## config.mk

```make
export PLATFORM = sky130hd
export DESIGN_NAME = bsbb_div
export DESIGN_NICKNAME = d
export VERILOG_FILES = /design/src/rtl/bsbb_pkg.sv /design/src/rtl/bsbb_div.sv
export SDC_FILE = /design/constraint.sdc
export NUM_CORES = 1
export LEC_CHECK = 0
export BUFFER_PORTS_ARGS = -buffer_cell sky130_fd_sc_hd__buf_2
export CAP_MARGIN = 20
export CORE_MARGIN = 2
export CORE_UTILIZATION = 55
export DETAILED_ROUTE_END_ITERATION = 8
export PLACE_DENSITY = 0.84
export RECOVER_POWER = 50
export SLEW_MARGIN = 40
export SYNTH_ARGS = -nofsm -noshare
export SYNTH_HDL_FRONTEND = slang
export SYNTH_SLANG_ARGS = --single-unit
```

## constraint.sdc

```tcl
create_clock -name clk -period 3.6 [get_ports clk]
set_input_delay 0.72 -clock clk [delete_from_list [all_inputs] [get_ports clk]]
set_output_delay 0.72 -clock clk [all_outputs]
set_load 0.05 [all_outputs]
```

## src/rtl/bsbb_pkg.sv

```systemverilog
// ----------------------------------------------------------------------------
// bsbb_pkg: shared types and constants for the scaling blitter
// Transaction payloads, register indexes and fixed field widths.
// ----------------------------------------------------------------------------
package bsbb_pkg;

    // Fixed field widths
    localparam int SRC_DIM_W  = 7;
    localparam int DEST_POS_W = 12;
    localparam int DEST_DIM_W = 13;
    localparam int STEP_W     = 23;
    localparam int CFG_DATA_W = 13;

    // Parameter defaults
    localparam int SRC_MAX_WIDTH_DEF  = 64;
    localparam int SRC_MAX_HEIGHT_DEF = 64;
    localparam int FB_MAX_WIDTH_DEF   = 2048;
    localparam int FB_MAX_HEIGHT_DEF  = 2048;

    // Operation codes
    localparam logic OP_LOAD    = 1'b0;
    localparam logic OP_COMPOSE = 1'b1;

    // Step after reset: one source pixel over one destination pixel
    localparam logic [STEP_W-1:0] STEP_RESET = STEP_W'(1 << 16);

    typedef enum logic [2:0] {
        CFG_SRC_WIDTH   = 3'd0,
        CFG_SRC_HEIGHT  = 3'd1,
        CFG_DEST_X      = 3'd2,
        CFG_DEST_Y      = 3'd3,
        CFG_DEST_WIDTH  = 3'd4,
        CFG_DEST_HEIGHT = 3'd5,
        CFG_BLEND       = 3'd6,
        CFG_UNUSED      = 3'd7
    } cfg_index_t;

    typedef struct packed {
        logic        operation;
        logic [5:0]  load_col;
        logic [5:0]  load_row;
        logic [31:0] load_value;
        logic [10:0] fb_col;
        logic [10:0] fb_row;
        logic [31:0] fb_old;
    } item_t;

    typedef struct packed {
        logic [31:0] new_pixel;
        logic        write_enable;
    } result_t;

    // Step divider status
    typedef struct packed {
        logic              busy;
        logic              done;
        logic [STEP_W-1:0] quo;
    } div_status_t;

endpackage

```

## src/rtl/bsbb_div.sv

```systemverilog
// ----------------------------------------------------------------------------
// bsbb_div: step divider
// Restoring division of a 23-bit numerator by a 13-bit divisor, one
// quotient bit per cycle; a zero divisor gives zero.
// ----------------------------------------------------------------------------
module bsbb_div (
    input  logic                                clk,
    input  logic                                rst_n,
    input  logic                                start,
    input  logic [bsbb_pkg::STEP_W-1:0]         num,
    input  logic [bsbb_pkg::DEST_DIM_W-1:0]     den,
    output bsbb_pkg::div_status_t               status
);
    import bsbb_pkg::*;

    localparam int CNT_W = $clog2(STEP_W);

    logic                  busy_reg, busy_next;
    logic [CNT_W-1:0]      cnt_reg, cnt_next;
    logic [STEP_W-1:0]     num_reg, num_next;
    logic [STEP_W-1:0]     quo_reg, quo_next;
    logic [DEST_DIM_W-1:0] den_reg, den_next;
    logic [DEST_DIM_W-1:0] rem_reg, rem_next;
    logic [DEST_DIM_W:0]   rem_shift;
    logic                  done;

    // One restoring step per cycle
    always_comb
    begin
        busy_next = busy_reg;
        cnt_next  = cnt_reg;
        num_next  = num_reg;
        quo_next  = quo_reg;
        den_next  = den_reg;
        rem_next  = rem_reg;
        rem_shift = {rem_reg, num_reg[STEP_W-1]};
        done      = 1'b0;
        if (start)
        begin
            busy_next = 1'b1;
            cnt_next  = CNT_W'(STEP_W - 1);
            num_next  = num;
            den_next  = den;
            rem_next  = '0;
            quo_next  = '0;
        end
        else if (busy_reg)
        begin
            num_next = {num_reg[STEP_W-2:0], 1'b0};
            if (rem_shift >= {1'b0, den_reg})
            begin
                rem_next = DEST_DIM_W'(rem_shift - {1'b0, den_reg});
                quo_next = {quo_reg[STEP_W-2:0], 1'b1};
            end
            else
            begin
                rem_next = rem_shift[DEST_DIM_W-1:0];
                quo_next = {quo_reg[STEP_W-2:0], 1'b0};
            end
            if (cnt_reg == '0)
            begin
                busy_next = 1'b0;
                done      = 1'b1;
            end
            else
            begin
                cnt_next = cnt_reg - 1'b1;
            end
        end
    end

    always_ff @(posedge clk or negedge rst_n)
    begin
        if (!rst_n)
        begin
            busy_reg <= 1'b0;
            cnt_reg  <= '0;
        end
        else
        begin
            busy_reg <= busy_next;
            cnt_reg  <= cnt_next;
        end
    end

    always_ff @(posedge clk)
    begin
        num_reg <= num_next;
        quo_reg <= quo_next;
        den_reg <= den_next;
        rem_reg <= rem_next;
    end

    assign status.busy = busy_reg || start;
    assign status.done = done;
    assign status.quo  = (den_reg == '0) ? '0 : quo_next;

endmodule

```

[Word level (Yosys, flattened, before mapping)]
Cells that the tools add are included.
Operators by class
  muxes and demuxes: 16
  magnitude comparators: 1
  add/subtract/negate cells: 2
  equal/unequal tests: 1
  reduce and logical (&&, ||, !) cells: 5
Operators with widths (count)
  23-bit 2-to-1 mux: 5
  5-bit 2-to-1 mux: 3
  14-bit by 13-bit >= comparator with 1-bit output: 1
  13-bit logical NOT: 1
  13-bit 2-to-1 mux: 1
  13-bit subtractor: 1
  1-bit 2-to-1 mux: 7
  5-bit logical NOT: 1
  5-bit by 1-bit subtractor with 5-bit output (second input constant): 1
  2-bit != test (second input constant): 1
  2-bit AND reduction: 1
  2-bit nonzero test: 1
  1-bit logical OR: 1
Storage, ports and cells
  output and inout port bits: 25
  word-level logic and storage cells: 31
  register bits: 78
  input bits: 39

[Longest topological paths before layout]
Gate-level depths: netlist of run 1.
  word-level depth: 5
  mapped depth: 10

[Worst setup path after synthesis of run 1]
No wires, ideal clock.
  path type: reg-to-output
  start point: register num_reg[22]
  end point: output port status[0] (netlist name)
  required time: 2880 ps
  cell stages (with the launch flop): 10
  slack: -105 ps
  data arrival time: 2985 ps
  cell sequence: edfxtp_1 > inv_1 > ha_1 > fa_1 > nand2b_2 > a21oi_2 > o311ai_4 > a21oi_2 > o21ai_0 > a21boi_0
RTL lines
  from (decl): RTL line bsbb_div.sv:20  | logic [STEP_W-1:0] num_reg, num_next;
  from (signal assigned): RTL line bsbb_div.sv:88  | num_reg <= num_next;
  to (decl): RTL line bsbb_div.sv:12  | output bsbb_pkg::div_status_t status

==> flow_summary.ini, run 1 <==
[layout]
area_delta_synth_final_pct = 14.5
fillerInstances = 536
fin_nets = 483
postLayoutCoreUtil = 0.660
n_antenna_cell = 0
layout-drive-gt1-share = 0.275
multiInputGateArea_mm2 = 0.00186
fin_area_mm2 = 0.00454
final-seq-area_mm2 = 0.00195

[timing]
fin_crit_sh = 0.958
max_slew.worst_pin.slew_ns = 1.26
clock-skew-final_ns = 0.00708
fin_setup_tns_ns = 0
maxSlewHeadroom = 0.158
finalHoldViolCount = 0
hold_ws_ns = 0.243
finalSetupViolCount = 0
fmax_mhz = 290
rsz0062_at_grt = false
period_needed_ns = 3.45
drv_slew = 0

[grt]
grt_usage = 0.227
grt_overflow_total = 0
grt_pass1_wl_um = 13700
grt.busiest_layer = met2
grt_max_degree = 41
gr-usage-met2 = 0.389
grt_pass1_vias = 2943
grt_util_met1 = 0.290
antenna_found_initial = 0
grt_use_met3 = 0.0513

[synth]
ys_types = 63
ys_seq_elements = 78
yosys_warnings = 0
syn_inst = 362
synth_area_mm2 = 0.00396
yosysSeqAreaShare = 0.493
syn-num-nets = 417
synth_edf_count = 36
syn_avg_cell_area_um2 = 10.9
synth_flop_cell = edfxtp_1
synthArstFlopShare = 0.0769

[power_and_ir_drop]
ir_drop_mv = 0.311
p_per_area_mw_per_mm2 = 550
leakage_uw = 0.00207

[drt]
drt-initial-drc-count = 265
firstDrtPassIters = 4
wl_per_cell_um = 16.1
num_vias = 2922
via_per_inst = 5.52
drtAntennaViolNets = 0
drc = 0
totalWireLength_um = 8510

[clock_network]
cts.sinks = 78
ctsResizeCount = 0
htreeDepth = 3
ctsHoldBuffers = 0
post_cts_buffers = 0
clkTransAtPathRegs_ns = 0.08
cts_tree = yes
cts.path.max_buffers = 2
root_buffer = clkbuf_8
cts_buffers = 9
clk_latency_ns = 0.34

[critical_path]
cpMostUsedCell = a21oi_2
startpoint_type = flip-flop
critical_path_class = reg -> out
cpPeakStageDelay_ns = 0.41
r2r-start = den_reg[0]
cp.required_ns = 2.88
arrival_ns = 2.73
slowest_stage = edfxtp_1
cp-end-kind = primary output
cp-startpoint = den_reg[0]
r2r_slack_ns = 1.07
worstPathMaxFanout = 4
crit_chain = ha_1 -> fa_1 -> nand2b_2 -> a21oi_2 -> o311ai_4 -> a21oi_2 -> o21ai_1 -> a21boi_1 -> clkbuf_4

[placement]
io_buffers = 63
place_area_mm2 = 0.00438
gp_congestion = 0.918
dp_hpwl_um = 5920

[outcome]
status = finished clean

[die]
core_mm2 = 0.00687
fp-row-count = 30
ioPinCount = 64
die_h_um = 88.9
dieArea_mm2 = 0.00790
start_util = 0.577
dieWidth_um = 88.9

[min_path]
hold_class = in -> async

[job]
cap_violations = 0
[layout by cell type, fill, tap and decap left out, types with 7 or more instances in the layout]
master,instances
nor4_1,7
clkbuf_8,9
nand2_1,21
a21oi_1,7
mux2_2,22
o211ai_1,7
mux2i_1,22
ha_1,15
nor2_1,36
xnor2_1,7
buf_2,59
and2_1,24
inv_1,20
edfxtp_1,36
dfxtp_1,36
clkbuf_1,8
[synth_stat cells (all sizes together), types with 6 or more instances]
| cell | instances | share of area |
|---|---|---|
| a21oi | 9 | 0.013 |
| and2 | 24 | 0.038 |
| buf | 10 | 0.014 |
| clkbuf | 6 | 0.0057 |
| dfrtp | 6 | 0.038 |
| dfxtp | 36 | 0.18 |
| edfxtp | 36 | 0.27 |
| ha | 15 | 0.047 |
| inv | 20 | 0.019 |
| mux2 | 22 | 0.063 |
| mux2i | 22 | 0.056 |
| nand2 | 22 | 0.021 |
| nand3 | 6 | 0.0076 |
| nor2 | 37 | 0.036 |
| nor4 | 7 | 0.011 |
| o211ai | 9 | 0.020 |
| o21ai | 10 | 0.014 |
| xnor2 | 7 | 0.015 |
[power breakdown]
group          switching [uW]  total [uW]  internal, uW
registers                74.3        1120          1040
clock network             317         571           254
logic                     474         810           336
[worst paths after layout]
path | end | depth (start not counted)
max in group asynchronous | busy_reg | 1
worst max register to register | rem_reg[9] | 9
worst max-delay path | status[0] | 9
min in group clk | quo_reg[0] | 2
worst min-delay path | cnt_reg[1] | 1
worst min register to register | quo_reg[0] | 2
[metal layers]
metal  part of all wire  wire length (um)
met2               0.51              4330
met5                  0                 0
met3              0.052               439
met1               0.43              3660
met4              0.010                89
[logic make-up after synthesis]
| kind of cell | share of synthesized area |
|---|---|
| DFF | 0.493 |
| AOI/OAI and AO/OA | 0.131 |
| and+or+nand+nor | 0.145 |
| buffers and inverters | 0.0385 |
| muxes | 0.118 |
| adders and majority gates | 0.0524 |
| xor gates and xnor gates | 0.0221 |
[worst max-delay path, delay by kind of cell (launching register included)]
kind            cells  cell delay [ns]
compound gates      5             0.85
simple gates        1             0.24
fa+ha+maj           2             0.64
flops               1             0.41
buf+inv             1             0.25
[final cells by class]
| class | instances | share of cell area |
|---|---|---|
| clock inverter | 4 | 0.00690 |
| multi-input combinational | 248 | 0.409 |
| clock buffer | 12 | 0.0298 |
| inverter | 20 | 0.0166 |
| sequential | 78 | 0.430 |
| tap | 96 | 0.0265 |
| timing repair buffer | 71 | 0.0808 |
[metrics by stage]
stage          worst slack, ns  instances  total power, uW
6_report                 0.152        529             2500
3_5_place_dp             0.497        513             1920
3_3_place_gp             0.529        513             1900
4_1_cts                 0.0903        529             2500
5_1_grt               0.000738        529             2630
2_1_floorplan            0.263        362             1740
No activity file was read; power rests on OpenSTA's default activity.
==> run 2: changes to the inputs <==
Clock period 3.6 ns to 4.4 ns, I/O delays scaled along.
==> run 2 against run 1 <==
Net effect: utilization is 0.11 points higher; final area is 0.17% higher; first-iteration DRC count is 21% lower; non-clock buffer count is 2 lower; critical path type unchanged; combinational power is 19% lower; via count is 0.10% higher; clock skew is 0.00058 ns higher; setup slack better by 0.33 ns; largest power group unchanged; die area stayed put; count of clock-buffer cells in the layout is 3 lower.
==> flow_summary.ini, run 2 (synthesis gave the netlist of run 1 again) <==
[outcome]
status = finished clean

[critical_path]
crit_chain = ha_1 -> fa_1 -> nand2b_2 -> a21oi_2 -> o311ai_4 -> a21oi_2 -> o21ai_0 -> a21boi_0 -> buf_2
cpMostUsedCell = a21oi_2
worstPathMaxFanout = 4
critical_path_class = reg -> out
r2r_slack_ns = 0.86
slowest_stage = edfxtp_1
cp-end-kind = primary output
arrival_ns = 3.04
worstReg2RegEnd = cnt_reg[4]
r2r-start = busy_reg
crit_end = status[0]
r2r.worst_path.cells = 10
cpPeakStageDelay_ns = 0.44
startpoint_type = flip-flop
cp-startpoint = den_reg[0]
cp.required_ns = 3.52

[timing]
fmax_mhz = 255
fin_setup_tns_ns = 0
maxSlewHeadroom = 0.127
clock-skew-final_ns = 0.00766
max_slew.worst_pin.slew_ns = 1.31
period_needed_ns = 3.92
finalSetupViolCount = 0
hold_ws_ns = 0.385
fin_ws_ns = 0.481
rsz0062_at_grt = false
finalHoldViolCount = 0
drv_slew = 0
fin_crit_sh = 0.891

[drt]
drc = 0
totalWireLength_um = 8290
num_vias = 2925
drtAntennaViolNets = 0
wl_per_cell_um = 15.7
firstDrtPassIters = 4
via_per_inst = 5.55
drt-initial-drc-count = 209

[clock_network]
post_cts_buffers = 0
ctsHoldBuffers = 0
cts.sinks = 78
htreeDepth = 3
cts_buffers = 9
clk_latency_ns = 0.35
cts_tree = yes
clkTransAtPathRegs_ns = 0.09
cts.path.max_buffers = 2
root_buffer = clkbuf_8
ctsResizeCount = 0

[die]
die_h_um = 88.9
dieWidth_um = 88.9
start_util = 0.577
dieArea_mm2 = 0.00790
fp-row-count = 30
core_mm2 = 0.00687
ioPinCount = 64

[power_and_ir_drop]
p_per_area_mw_per_mm2 = 459
swShare = 0.357
power.switching_uw = 744
clkPwrFrac = 0.246
seqPwrFrac = 0.439
p_comb_frac = 0.315
leakage_uw = 0.00208
ir_drop_mv = 0.266
p_int_uw = 1340
power_uw = 2080

[layout]
area_delta_synth_final_pct = 14.7
layout-drive-gt1-share = 0.281
fin_nets = 481
layout_commonest_cell = buf_2
final-seq-area_mm2 = 0.00195
fillerInstances = 532
layout_common_cells = 61 x buf_2, 36 x nor2_1, 36 x edfxtp_1, 36 x dfxtp_1, 23 x and2_1
multiInputGateArea_mm2 = 0.00186
postLayoutCoreUtil = 0.661
n_antenna_cell = 0

[grt]
grt_overflow_total = 0
grt_pass1_wl_um = 13000
grt_pass1_vias = 2775
grt_max_degree = 40
antenna_found_initial = 0
grt_usage = 0.217

[placement]
dp_hpwl_um = 5790
io_buffers = 63
place_ws_ns = 0.935
gp_congestion = 0.934

[job]
cap_violations = 0

[min_path]
hold_class = in -> async
## run 2: final cells by class
| type | instances | area share |
|---|---|---|
| flip-flops and latches | 78 | 0.430 |
| multi-input cells | 248 | 0.408 |
| repair buffers | 69 | 0.0771 |
| clock buffers | 9 | 0.0273 |
| well taps | 96 | 0.0264 |
| inverters | 20 | 0.0165 |
| clock inverters | 7 | 0.0146 |
## run 2: worst min path at each step
stage                    start         end  depth (start not counted)
global placement    quo_reg[0]  quo_reg[0]                          2
floorplan           quo_reg[0]  quo_reg[0]                          2
detailed placement  quo_reg[0]  quo_reg[0]                          2
global route             rst_n  cnt_reg[3]                          1
CTS                      rst_n  cnt_reg[3]                          1
finish                   rst_n  cnt_reg[3]                          1
## run 2: metal layers
| metal | GRT usage | vias up | part of all wire |
|---|---|---|---|
| met5 | 0 | - | 0 |
| met1 | 0.284 | 1361 | 0.45 |
| met2 | 0.347 | 100 | 0.48 |
| met3 | 0.0550 | 16 | 0.052 |
| met4 | 0.0868 | 0 | 0.020 |
| li1 | - | 1448 | - |
## run 2: per-stage QoR
step	instance area (um2)	instances
2_1_floorplan	3960	362
3_3_place_gp	4360	511
3_5_place_dp	4360	511
4_1_cts	4550	527
5_1_grt	4540	527
6_report	4540	527
## run 2: power by group through the flow
stage	sequential (uW)	combinational (uW)	clock [uW]
5_1_grt	923	717	549
6_report	915	656	514
4_1_cts	913	649	518
2_1_floorplan	906	516	0
3_3_place_gp	923	626	0
3_5_place_dp	929	644	0
## run 2: worst max-delay path, delay by kind of cell, from the launching register on
kind            cells  cell delay [ns]
compound gates      5             1.02
buf+inv             1             0.31
flops               1             0.44
simple gates        1             0.24
fa+ha+maj           2             0.67
